$ cat config.mk
export PLATFORM = sky130hd
export DESIGN_NAME = ata_taskfile_command_builder_core
export DESIGN_NICKNAME = d
export VERILOG_FILES = /design/src/tfcb_pkg.sv /design/src/tfcb_front.sv /design/src/tfcb_queue.sv /design/src/tfcb_back.sv /design/src/ata_taskfile_command_builder_core.sv
export VERILOG_INCLUDE_DIRS = /design/src /design/src/src
export SDC_FILE = /design/constraint.sdc
export NUM_CORES = 1
export LEC_CHECK = 0
export BUFFER_PORTS_ARGS = -buffer_cell sky130_fd_sc_hd__clkbuf_2
export CAP_MARGIN = 20
export CORE_ASPECT_RATIO = 1.2
export CORE_UTILIZATION = 38
export CTS_BUF_LIST = sky130_fd_sc_hd__clkbuf_2 sky130_fd_sc_hd__clkbuf_4 sky130_fd_sc_hd__clkbuf_8
export CTS_CLUSTER_SIZE = 8
export DETAILED_ROUTE_END_ITERATION = 6
export PLACE_DENSITY = 0.62
export SLEW_MARGIN = 25
export SYNTH_ARGS = -nofsm -noshare
export SYNTH_HDL_FRONTEND = slang
export SYNTH_SLANG_ARGS = --single-unit
$ cat constraint.sdc
create_clock -name clock -period 13.9 [get_ports clock]
set_input_delay 2.78 -clock clock [delete_from_list [all_inputs] [get_ports clock]]
set_output_delay 2.78 -clock clock [all_outputs]
set_load 0.1 [all_outputs]
$ cat src/assert_macros.svh
// ----------------------------------------------------------------------------
// Assertion macros
// Shared concurrent assertion forms for the task-file command builder.
// ----------------------------------------------------------------------------
`ifndef ASSERT_MACROS_SVH
`define ASSERT_MACROS_SVH

// clocked property, disabled while in reset
`define TFCB_ASSERT(lbl, clk, rst, prop, msg) \
   lbl: assert property (@(posedge clk) disable iff (rst) (prop)) else $error(msg);

// clocked property checked during reset as well
`define TFCB_ASSERT_ALWAYS(lbl, clk, prop, msg) \
   lbl: assert property (@(posedge clk) (prop)) else $error(msg);

`endif

$ cat src/tfcb_pkg.sv
// ----------------------------------------------------------------------------
// tfcb_pkg
// Types, codes and constants shared by the task-file command builder.
// ----------------------------------------------------------------------------
package tfcb_pkg;

   localparam int QUEUE_DEPTH = 2;

   localparam int REQ_TDATA_W = 48;
   localparam int RSP_TDATA_W = 8;
   localparam int RSP_TUSER_W = 5;

   // configuration register indexes
   localparam logic [1:0] CSR_LBA28_CAPABLE = 2'd0;
   localparam logic [1:0] CSR_IS_SLAVE      = 2'd1;
   localparam logic [1:0] CSR_CHANNEL       = 2'd2;

   // addressing modes
   localparam logic [1:0] MODE_CHS   = 2'd0;
   localparam logic [1:0] MODE_LBA28 = 2'd1;
   localparam logic [1:0] MODE_LBA48 = 2'd2;

   // task-file registers
   localparam logic [2:0] REG_CONTROL  = 3'd0;
   localparam logic [2:0] REG_SELECT   = 3'd1;
   localparam logic [2:0] REG_COUNT    = 3'd2;
   localparam logic [2:0] REG_LBA_LOW  = 3'd3;
   localparam logic [2:0] REG_LBA_MID  = 3'd4;
   localparam logic [2:0] REG_LBA_HIGH = 3'd5;
   localparam logic [2:0] REG_COMMAND  = 3'd6;

   // sequencer steps
   localparam logic [3:0] STEP_CONTROL   = 4'd0;
   localparam logic [3:0] STEP_SELECT    = 4'd1;
   localparam logic [3:0] STEP_HOB_COUNT = 4'd2;
   localparam logic [3:0] STEP_HOB_LOW   = 4'd3;
   localparam logic [3:0] STEP_HOB_MID   = 4'd4;
   localparam logic [3:0] STEP_HOB_HIGH  = 4'd5;
   localparam logic [3:0] STEP_COUNT     = 4'd6;
   localparam logic [3:0] STEP_LOW       = 4'd7;
   localparam logic [3:0] STEP_MID       = 4'd8;
   localparam logic [3:0] STEP_HIGH      = 4'd9;
   localparam logic [3:0] STEP_COMMAND   = 4'd10;

   // data bytes
   localparam logic [7:0] CONTROL_NIEN = 8'h02;
   localparam logic [7:0] SELECT_CHS   = 8'hA0;
   localparam logic [7:0] SELECT_LBA   = 8'hE0;
   localparam logic [7:0] CMD_READ     = 8'h20;
   localparam logic [7:0] CMD_WRITE    = 8'h30;
   localparam logic [7:0] CMD_READ_EXT = 8'h24;
   localparam logic [7:0] CMD_WRITE_EXT = 8'h34;

   // floor(a / 63) = (a * CHS_RECIP) >> CHS_SHIFT, exact for a < 2^28
   localparam logic [28:0] CHS_RECIP = 29'd272696337;
   localparam int          CHS_SHIFT = 34;
   localparam int          QUOT_W    = 23;

   typedef struct packed {
      logic [3:0] lba28_capable;
      logic [3:0] is_slave;
      logic [3:0] channel;
   } cfg_type;

   typedef struct packed {
      logic       chan;
      logic       lba48;
      logic [7:0] select;
      logic [7:0] count;
      logic [7:0] hob_low;
      logic [7:0] lba_low;
      logic [7:0] lba_mid;
      logic [7:0] lba_high;
      logic [7:0] command;
   } cmd_type;

   typedef struct packed {
      logic full;
      logic empty;
   } qstat_type;

endpackage

$ cat src/tfcb_front.sv
// ----------------------------------------------------------------------------
// tfcb_front
// Accepts requests, picks the addressing mode and builds the command record.
// ----------------------------------------------------------------------------
module tfcb_front (
   input  logic                         clock,
   input  logic                         reset,
   input  tfcb_pkg::cfg_type            cfg,
   input  logic                         req_tvalid,
   output logic                         req_tready,
   input  logic [tfcb_pkg::REQ_TDATA_W-1:0] req_tdata,
   input  tfcb_pkg::qstat_type          qstat,
   output logic                         push,
   output tfcb_pkg::cmd_type            push_cmd
);
   import tfcb_pkg::*;

   logic [1:0]  drive;
   logic        dir;
   logic [31:0] addr;
   logic [7:0]  cnt;
   logic [56:0] product;
   logic        accept;

   logic              valid_ff, valid_in;
   logic [1:0]        mode_ff, mode_in;
   logic              chan_ff, slave_ff, dir_ff;
   logic [31:0]       addr_ff;
   logic [7:0]        cnt_ff;
   logic [QUOT_W-1:0] quot_ff;

   logic [5:0] remainder;
   logic [3:0] head;
   logic [7:0] cmd_byte;

   assign drive = req_tdata[1:0];
   assign dir   = req_tdata[2];
   assign addr  = req_tdata[34:3];
   assign cnt   = req_tdata[42:35];

   assign req_tready = !valid_ff || !qstat.full;
   assign accept     = req_tvalid && req_tready;
   assign push       = valid_ff && !qstat.full;

   assign product = {29'd0, addr[27:0]} * {28'd0, CHS_RECIP};

   always_comb begin
      if (addr[31:28] != 4'd0) begin
         mode_in = MODE_LBA48;
      end else if (cfg.lba28_capable[drive]) begin
         mode_in = MODE_LBA28;
      end else begin
         mode_in = MODE_CHS;
      end
   end

   always_comb begin
      valid_in = valid_ff;
      if (accept) begin
         valid_in = 1'b1;
      end else if (push) begin
         valid_in = 1'b0;
      end
   end

   always_ff @(posedge clock) begin
      if (reset) begin
         valid_ff <= 1'b0;
      end else begin
         valid_ff <= valid_in;
      end
   end

   always_ff @(posedge clock) begin
      if (accept) begin
         mode_ff  <= mode_in;
         chan_ff  <= cfg.channel[drive];
         slave_ff <= cfg.is_slave[drive];
         dir_ff   <= dir;
         addr_ff  <= addr;
         cnt_ff   <= cnt;
         quot_ff  <= product[CHS_SHIFT +: QUOT_W];
      end
   end

   // a mod 63 = a - 64q + q, and the result stays below 64
   assign remainder = addr_ff[5:0] + quot_ff[5:0];
   assign head      = quot_ff[3:0];

   always_comb begin
      if (mode_ff == MODE_LBA48) begin
         cmd_byte = dir_ff ? CMD_WRITE_EXT : CMD_READ_EXT;
      end else begin
         cmd_byte = dir_ff ? CMD_WRITE : CMD_READ;
      end
   end

   always_comb begin
      push_cmd.chan    = chan_ff;
      push_cmd.lba48   = (mode_ff == MODE_LBA48);
      push_cmd.count   = cnt_ff;
      push_cmd.hob_low = addr_ff[31:24];
      push_cmd.command = cmd_byte;
      unique case (mode_ff)
         MODE_LBA48: begin
            push_cmd.select   = SELECT_LBA | {3'd0, slave_ff, 4'd0};
            push_cmd.lba_low  = addr_ff[7:0];
            push_cmd.lba_mid  = addr_ff[15:8];
            push_cmd.lba_high = addr_ff[23:16];
         end
         MODE_LBA28: begin
            push_cmd.select   = SELECT_LBA | {3'd0, slave_ff, addr_ff[27:24]};
            push_cmd.lba_low  = addr_ff[7:0];
            push_cmd.lba_mid  = addr_ff[15:8];
            push_cmd.lba_high = addr_ff[23:16];
         end
         default: begin
            push_cmd.select   = SELECT_CHS | {3'd0, slave_ff, head};
            push_cmd.lba_low  = {2'd0, remainder} + 8'd1;
            push_cmd.lba_mid  = quot_ff[11:4];
            push_cmd.lba_high = quot_ff[19:12];
         end
      endcase
   end

endmodule

$ cat src/tfcb_queue.sv
// ----------------------------------------------------------------------------
// tfcb_queue
// Short FIFO of command records between the front and the sequencer.
// ----------------------------------------------------------------------------
module tfcb_queue #(
   parameter int DEPTH = tfcb_pkg::QUEUE_DEPTH
) (
   input  logic                clock,
   input  logic                reset,
   input  logic                push,
   input  tfcb_pkg::cmd_type   push_cmd,
   input  logic                pop,
   output tfcb_pkg::cmd_type   head_cmd,
   output tfcb_pkg::qstat_type qstat
);
   import tfcb_pkg::*;

   localparam int PTR_W = (DEPTH > 1) ? $clog2(DEPTH) : 1;
   localparam int CNT_W = $clog2(DEPTH + 1);
   localparam logic [PTR_W-1:0] PTR_LAST = PTR_W'(DEPTH - 1);
   localparam logic [CNT_W-1:0] CNT_FULL = CNT_W'(DEPTH);

   cmd_type           store_ff [DEPTH];
   logic [PTR_W-1:0]  wr_ptr_ff, wr_ptr_in;
   logic [PTR_W-1:0]  rd_ptr_ff, rd_ptr_in;
   logic [CNT_W-1:0]  fill_ff, fill_in;

   assign qstat.full  = (fill_ff == CNT_FULL);
   assign qstat.empty = (fill_ff == '0);
   assign head_cmd    = store_ff[rd_ptr_ff];

   always_comb begin
      wr_ptr_in = wr_ptr_ff;
      rd_ptr_in = rd_ptr_ff;
      fill_in   = fill_ff;
      if (push) begin
         wr_ptr_in = (wr_ptr_ff == PTR_LAST) ? '0 : wr_ptr_ff + PTR_W'(1);
      end
      if (pop) begin
         rd_ptr_in = (rd_ptr_ff == PTR_LAST) ? '0 : rd_ptr_ff + PTR_W'(1);
      end
      if (push && !pop) begin
         fill_in = fill_ff + CNT_W'(1);
      end else if (pop && !push) begin
         fill_in = fill_ff - CNT_W'(1);
      end
   end

   always_ff @(posedge clock) begin
      if (reset) begin
         wr_ptr_ff <= '0;
         rd_ptr_ff <= '0;
         fill_ff   <= '0;
      end else begin
         wr_ptr_ff <= wr_ptr_in;
         rd_ptr_ff <= rd_ptr_in;
         fill_ff   <= fill_in;
      end
   end

   always_ff @(posedge clock) begin
      if (push) begin
         store_ff[wr_ptr_ff] <= push_cmd;
      end
   end

endmodule

$ cat src/tfcb_back.sv
// ----------------------------------------------------------------------------
// tfcb_back
// Sequencer that walks one command record out as task-file register writes.
// ----------------------------------------------------------------------------
`include "assert_macros.svh"

module tfcb_back (
   input  logic                             clock,
   input  logic                             reset,
   input  tfcb_pkg::cmd_type                head_cmd,
   input  tfcb_pkg::qstat_type              qstat,
   output logic                             pop,
   output logic                             rsp_tvalid,
   input  logic                             rsp_tready,
   output logic [tfcb_pkg::RSP_TDATA_W-1:0] rsp_tdata,   // write_data
   output logic [tfcb_pkg::RSP_TUSER_W-1:0] rsp_tuser,   // channel, task_register, high_order
   output logic                             rsp_tlast
);
   import tfcb_pkg::*;

   logic [3:0] step_ff, step_in;
   logic       load;
   logic       valid_ff, valid_in;
   logic       chan_ff;
   logic [2:0] reg_ff, reg_in;
   logic       hob_ff, hob_in;
   logic [7:0] data_ff, data_in;
   logic       last_ff;

   assign load = !qstat.empty && (!valid_ff || rsp_tready);
   assign pop  = load && (step_ff == STEP_COMMAND);

   always_comb begin
      step_in = step_ff;
      if (load) begin
         if (step_ff == STEP_COMMAND) begin
            step_in = STEP_CONTROL;
         end else if (step_ff == STEP_SELECT && !head_cmd.lba48) begin
            step_in = STEP_COUNT;
         end else begin
            step_in = step_ff + 4'd1;
         end
      end
   end

   always_comb begin
      hob_in = 1'b0;
      unique case (step_ff)
         STEP_CONTROL: begin
            reg_in  = REG_CONTROL;
            data_in = CONTROL_NIEN;
         end
         STEP_SELECT: begin
            reg_in  = REG_SELECT;
            data_in = head_cmd.select;
         end
         STEP_HOB_COUNT: begin
            reg_in  = REG_COUNT;
            hob_in  = 1'b1;
            data_in = 8'd0;
         end
         STEP_HOB_LOW: begin
            reg_in  = REG_LBA_LOW;
            hob_in  = 1'b1;
            data_in = head_cmd.hob_low;
         end
         STEP_HOB_MID: begin
            reg_in  = REG_LBA_MID;
            hob_in  = 1'b1;
            data_in = 8'd0;
         end
         STEP_HOB_HIGH: begin
            reg_in  = REG_LBA_HIGH;
            hob_in  = 1'b1;
            data_in = 8'd0;
         end
         STEP_COUNT: begin
            reg_in  = REG_COUNT;
            data_in = head_cmd.count;
         end
         STEP_LOW: begin
            reg_in  = REG_LBA_LOW;
            data_in = head_cmd.lba_low;
         end
         STEP_MID: begin
            reg_in  = REG_LBA_MID;
            data_in = head_cmd.lba_mid;
         end
         STEP_HIGH: begin
            reg_in  = REG_LBA_HIGH;
            data_in = head_cmd.lba_high;
         end
         STEP_COMMAND: begin
            reg_in  = REG_COMMAND;
            data_in = head_cmd.command;
         end
         default: begin
            reg_in  = REG_CONTROL;
            data_in = CONTROL_NIEN;
         end
      endcase
   end

   always_comb begin
      valid_in = valid_ff;
      if (load) begin
         valid_in = 1'b1;
      end else if (rsp_tready) begin
         valid_in = 1'b0;
      end
   end

   always_ff @(posedge clock) begin
      if (reset) begin
         step_ff  <= STEP_CONTROL;
         valid_ff <= 1'b0;
      end else begin
         step_ff  <= step_in;
         valid_ff <= valid_in;
      end
   end

   always_ff @(posedge clock) begin
      if (load) begin
         chan_ff <= head_cmd.chan;
         reg_ff  <= reg_in;
         hob_ff  <= hob_in;
         data_ff <= data_in;
         last_ff <= (step_ff == STEP_COMMAND);
      end
   end

   assign rsp_tvalid = valid_ff;
   assign rsp_tdata  = data_ff;
   assign rsp_tuser  = {hob_ff, reg_ff, chan_ff};
   assign rsp_tlast  = last_ff;

   `TFCB_ASSERT(a_step_range, clock, reset, step_ff <= STEP_COMMAND, "sequencer step out of range")
   `TFCB_ASSERT(a_skip_hob, clock, reset,
      load && step_ff == STEP_SELECT && !head_cmd.lba48 |=> step_ff == STEP_COUNT,
      "short sequence did not skip the high-order writes")
   `TFCB_ASSERT(a_last_is_command, clock, reset,
      valid_ff && last_ff |-> reg_ff == REG_COMMAND && !hob_ff,
      "last write is not the command")
   `TFCB_ASSERT(a_pop_ends_item, clock, reset,
      pop |=> step_ff == STEP_CONTROL && valid_ff && last_ff,
      "record released before its command write")

endmodule

$ cat src/ata_taskfile_command_builder_core.sv
// ----------------------------------------------------------------------------
// ata_taskfile_command_builder_core
// Builds the ordered ATA PIO task-file register writes for one read or write request.
// ----------------------------------------------------------------------------
// Each request yields eleven register writes when the address needs LBA48 and
// seven otherwise, one write per clock from a registered output stage while
// records are queued and the result channel is not stalled. A request passes
// through the classify stage with the divide-by-63 multiplier, the record
// queue and the output register before its first write. The front takes new
// requests while the record queue has room, and the sequencer runs records
// back to back.
// ----------------------------------------------------------------------------
module ata_taskfile_command_builder_core #(
   parameter int QUEUE_DEPTH = tfcb_pkg::QUEUE_DEPTH
) (
   input  logic                             clock,
   input  logic                             reset,
   input  logic                             csr_we,
   input  logic [1:0]                       csr_index,
   input  logic [3:0]                       csr_wdata,
   input  logic                             req_tvalid,
   output logic                             req_tready,
   input  logic [tfcb_pkg::REQ_TDATA_W-1:0] req_tdata,  // drive_index, direction,
                                                        // block_address, sector_count
   output logic                             rsp_tvalid,
   input  logic                             rsp_tready,
   output logic [tfcb_pkg::RSP_TDATA_W-1:0] rsp_tdata,  // write_data
   output logic [tfcb_pkg::RSP_TUSER_W-1:0] rsp_tuser,  // channel, task_register, high_order
   output logic                             rsp_tlast   // is_last
);
   import tfcb_pkg::*;

   cfg_type   cfg_ff;
   qstat_type qstat;
   cmd_type   push_cmd;
   cmd_type   head_cmd;
   logic      push;
   logic      pop;

   always_ff @(posedge clock) begin
      if (reset) begin
         cfg_ff <= '0;
      end else if (csr_we) begin
         case (csr_index)
            CSR_LBA28_CAPABLE: cfg_ff.lba28_capable <= csr_wdata;
            CSR_IS_SLAVE:      cfg_ff.is_slave      <= csr_wdata;
            CSR_CHANNEL:       cfg_ff.channel       <= csr_wdata;
            default: ;
         endcase
      end
   end

   tfcb_front u_front (
      .clock      (clock),
      .reset      (reset),
      .cfg        (cfg_ff),
      .req_tvalid (req_tvalid),
      .req_tready (req_tready),
      .req_tdata  (req_tdata),
      .qstat      (qstat),
      .push       (push),
      .push_cmd   (push_cmd)
   );

   tfcb_queue #(
      .DEPTH (QUEUE_DEPTH)
   ) u_queue (
      .clock    (clock),
      .reset    (reset),
      .push     (push),
      .push_cmd (push_cmd),
      .pop      (pop),
      .head_cmd (head_cmd),
      .qstat    (qstat)
   );

   tfcb_back u_back (
      .clock      (clock),
      .reset      (reset),
      .head_cmd   (head_cmd),
      .qstat      (qstat),
      .pop        (pop),
      .rsp_tvalid (rsp_tvalid),
      .rsp_tready (rsp_tready),
      .rsp_tdata  (rsp_tdata),
      .rsp_tuser  (rsp_tuser),
      .rsp_tlast  (rsp_tlast)
   );

endmodule
* Word-level counts from Yosys, hierarchy flattened
Memory sizes are Yosys's and may differ from the RTL's. A register that Yosys moved wholly into a read port is not among the register bits.
Cells that the tools add are included.
W data, S select, Z words.
** Operators by class
- Reductions and logical operators :: 32
- $mul :: 1
- Add/subtract/negate cells :: 7
- Order comparisons :: 1
- Eq/ne operators :: 15
- Mux-type cells :: 29
** Operators with widths (count)
- $pmux W8 S8 :: 1
- $mul A28 B29 Y54 const B :: 1
- $mux W24 :: 1
- $pmux W3 S6 :: 1
- $eq A4 B3 Y1 const B :: 4
- $mux W1 :: 15
- $pmux W7 S2 :: 1
- $eq A4 B4 Y1 const B :: 3
- $mux W5 :: 2
- $reduce_or A2 Y1 :: 5
- $eq A4 B2 Y1 const B :: 2
- $mux W4 :: 2
- $mux W8 :: 1
- $add A6 B1 Y7 const B :: 1
- $logic_and A1 B1 Y1 :: 7
- $logic_not A1 Y1 :: 7
- $add A6 B6 Y6 :: 1
- $bmux W1 S2 :: 3
- $eq A2 B2 Y1 const B :: 3
- $reduce_and A2 Y1 :: 3
- $reduce_bool A2 Y1 :: 3
- $add A4 B1 Y4 const B :: 1
- $eq A2 B1 Y1 const B :: 2
- $eq A4 B1 Y1 const B :: 1
- other kinds (10) :: 14
** Word-level totals
- Bits in writable memories :: 114
- Word-level logic and storage cells :: 107
- Register bits :: 101
- Memories :: 1
** Memories
- u_queue.store_ff :: depth 2, bits a word 57, read ports 1, clocked after memory_dff 1, write ports 1, line tfcb_queue.sv:23 : cmd_type store_ff [DEPTH];

* Depth between registers and ports, before layout
- Depth after elaboration :: 7
- Depth in mapped cells :: 19
- Gate-level depth less buffers :: 19

* By module
From an unflattened synthesis, not the netlist that was laid out.
** Second synthesis, totals
- Cell total of the unflattened synthesis :: 1069
- Area total of the unflattened synthesis :: 13908.3 µm²
** Modules (own cells, without submodules)
- tfcb_front :: cells an instance 683, instances 1, area each 7656.1 µm²
- tfcb_queue :: cells an instance 202, instances 1, area each 4464.3 µm²
- tfcb_back :: cells an instance 138, instances 1, area each 1290.0 µm²
- ata_taskfile_command_builder_core :: cells an instance 46, instances 1, area each 498.0 µm²

* Worst setup path before layout
OpenSTA, ideal clock, no wires.
- Kind :: input-to-reg
- From :: input port req_tdata[23] in the netlist's numbering
- To :: register u_front.quot_ff[19] (data pin)
- Path slack :: 6.638 ns
- Path buffers :: 0
- Required time :: 13.640 ns
- Cell stages on the path :: 15
- Arrival time :: 7.002 ns
- Path through :: ha_1 fa_1 inv_1 fa_1 fa_1 fa_1 inv_1 ha_1 nand4_2 nor4_2 nor4b_4 a2111oi_4 o31ai_4 a21oi_2 xnor2_1
** On the way
- Word-level cells in the longest chain between the ends :: 1
** Ends and longest elaborated chain
- start, declared :: line ata_taskfile_command_builder_core.sv:23 : input logic [tfcb_pkg::REQ_TDATA_W-1:0] req_tdata,
- $mul A28 B29 Y54 :: line tfcb_front.sv:45 : assign product = {29'd0, addr[27:0]} * {28'd0, CHS_RECIP};
- named net u_front.product[53] :: line tfcb_front.sv:22 : logic [56:0] product;
- end signal, assigned :: line tfcb_front.sv:82 : quot_ff <= product[CHS_SHIFT +: QUOT_W];
- end, declared :: line tfcb_front.sv:30 : logic [QUOT_W-1:0] quot_ff;
The timed path passes the listed nets, and every way through them passes these cells.
A chain may end at the register's enable or synchronous reset.

* Final worst setup path
- From :: input port req_tdata[24] in the netlist's numbering
- To :: register u_front.quot_ff[17] (data pin)
The elaborated chain is that of the path after synthesis.

==> flow_summary.ini <==
[route]
drc = 0
wl_per_cell_um = 17.2
via_count = 7838
first_pass_iters = 6
dr.first_iter.drc_count = 562
via_per_inst = 5.01
ant_nets = 0
drt_wl_total_um = 26900

[logic_synthesis]
seq_area_frac_synth = 0.448
synth_top_flop_cell = edfxtp_1
synthTopCellsByCount = 180 x ha_1, 177 x edfxtp_1, 128 x inv_1
ys_ff_latch = 200
yosysWarnings = 0
synth-simple-area-share = 0.0670
postSynth.asyncResetShare = 0
synthDistinctLibCells = 70
synth_top_area_share = 0.412
synth_compound_area_frac = 0.0831
avgSynthCellArea_um2 = 12.5
synth_mux_area_frac = 0.0679
synth_area_um2 = 12900
ys_top_cells_by_area = edfxtp_1 41%, ha_1 17%, fa_1 9.2%, mux2i_1 4.3%, inv_1 3.7%
synth_top_area_cell = edfxtp_1
synth_most_common_cell = ha_1
synth_xor_area_frac = 0.0231
synthCells = 1031
synth_adder_area_share = 0.266
syn_nets = 1329
synth_top_family_by_area = adder cells
synth_edf_count = 177

[hold_path]
min_from = u_front.addr_ff[30]
hold_end = u_queue.store_ff[1][38]
min_path_type = reg -> reg
hold_depth = 0

[grt]
grt_pass1_vias = 7947
grt_overflow_total = 0
antenna_found_initial = 0
grt_max_degree = 66
grt_pass1_wl_um = 42400
grt_use_total = 0.163

[timing]
finalSetupViolCount = 0
final.min_clock_period_ps = 7460
rsz0062_at_grt = false
finalHoldViolCount = 0
max_freq_mhz = 134
drv_slew = 0
worst_pin_slew_ps = 903
slew_headroom = 0.398
skew_ps = 18.3
fin_setup_tns_ps = 0
timing.final.crit_share = 0.536

[final_layout]
diodes = 0
drive_gt1_frac = 0.139
fin_nets = 1401
finalCoreUtilization = 0.426
stdcell_count = 1566
area_growth_pct = 9.97
fillers = 3175

[clock_network]
clock-sinks = 200
post_cts_resized = 0
post_cts_buffers = 0
h-tree-depth = 4
cts-buffers-inserted = 17
hold_buffers = 0
insertion_delay_ps = 490
root_buffer = clkbuf_8
cts_tree = yes
clk_pin_slew_ps = 110
cts_buffer_depth = 2

[setup_path]
critical-path-max-stage-delay_ps = 610
crit_type = in -> reg
crit_buf_inv = 5
timing.rr.start = u_queue.fill_ff[0]
required_ps = 14140
crit_arrival_ps = 7690
r2r_end = u_queue.fill_ff[1]
cp_cell_sequence = clkbuf_2 > ha_1 > inv_1 > fa_1 > inv_1 > fa_1 > fa_1 > inv_1 > fa_1 > inv_1 > ha_1 > nand2_1 > nor3_1 > a22oi_1 > nand2_1 > a2111oi_4 > o21ai_1 > a211oi_1 > nor2_1
cp_max_fo = 4
rr_worst_depth = 6
cp_top_family = adder cells
cp_slowest_cell = a2111oi_4
cp-end-kind = flop
ff2ff_setup_slack_ps = 11350
cp-start-kind = primary input

[floorplan]
die_area_um2 = 34700
start_util = 0.388
coreArea_um2 = 33200
fp-row-count = 73
die_h_um = 204
die_x_um = 170
ios = 75

[placed_design]
port_buffers = 69
dpl.hpwl_um = 21200
dp_cells = 1534
gp_congestion = 0.872

[status]
outcome = completed

[power_and_ir_drop]
p_leak_nw = 5.98
power.total_mw = 2.15
p_per_area_nw_per_um2 = 152
ir_drop_mv = 0.0548

[job]
max_cap_viol_count = 0
## worst reg2reg max path: cells and delay by family (launching register included)
kind,cells,cell delay [ps]
AND/OR/NAND/NOR,2,630
buffers and inverters,1,500
adder cells (fa/ha/maj),1,290
flip-flops,1,390
AO/OA/AOI/OAI,2,680
## kinds of logic after synthesis
logic type	after synthesis
and+or+nand+nor	174
xor gates and xnor gates	34
adders and majority gates	239
buffers and inverters	150
DFF	200
AOI/OAI and AO/OA	154
muxes	80
## how the worst max path moves through the flow
stage	from	endpoint	slack, ps	depth (start not counted)
final	req_tdata[24]	u_front.quot_ff[17]	6440	19
after global routing	req_tdata[23]	u_front.quot_ff[17]	6200	17
after floorplan	req_tdata[23]	u_front.quot_ff[19]	6640	15
after detailed placement	req_tdata[27]	u_front.quot_ff[13]	5930	19
after CTS	req_tdata[23]	u_front.quot_ff[13]	6410	17
after global placement	req_tdata[24]	u_front.quot_ff[17]	5930	19
## power breakdown
group          switching (mW)  total, mW  internal (mW)
Sequential             0.0275      0.772          0.745
Combinational           0.619       1.01          0.386
Clock                   0.233      0.373          0.141
## routing by layer
layer,vias up,part of all wire,track usage
met5,-,0,0
met4,0,0.023,0.0602
met3,34,0.022,0.0233
met2,118,0.51,0.286
met1,3801,0.44,0.202
li1,3885,-,-
## per-stage QoR
stage	area, um^2	setup slack (ps)	hold slack, ps
2_1_floorplan	12900	6640	421
3_3_place_gp	13800	5930	425
3_5_place_dp	13800	5930	429
4_1_cts	14200	6410	456
5_1_grt	14200	6200	465
6_report	14200	6440	454
## state kept, by name (all words and copies together) (netlist names), 3 cells and up, named ones only
register	cells
u_back.reg_ff	3
u_back.rsp_tdata	8
u_back.step_ff	4
cfg_ff	12
u_queue.store_ff	98
u_front.quot_ff	20
u_front.addr_ff	32
u_front.cnt_ff	8
## layout by cell type, fill, tap and decap left out, drive strengths merged, types with 4 or more instances in the layout
cell type / count
clkinv: 6
o221ai: 5
edfxtp: 177
fa: 59
nor2b: 9
a21oi: 45
clkbuf: 86
and3: 5
mux2: 20
mux2i: 56
nand2b: 4
a211oi: 7
a21o: 11
a2111oi: 5
mux4: 4
xnor2: 21
nand3: 12
inv: 138
dfxtp: 23
buf: 5
ha: 180
o21ai: 31
xor2: 13
nor2: 55
nor3: 15
o22ai: 15
nand4: 10
nand2: 41
and2: 6
o21bai: 4
## cell type report
cell class / count / area (um^2) / area share
clock buffers: 17 / 234 / 0.0165
clock inverters: 15 / 186 / 0.0131
flip-flops and latches: 200 / 5780 / 0.407
repair buffers: 74 / 383 / 0.0270
well taps: 450 / 563 / 0.0397
inverters: 129 / 484 / 0.0342
multi-input cells: 681 / 6550 / 0.462
(Power assumes the default switching activity.)
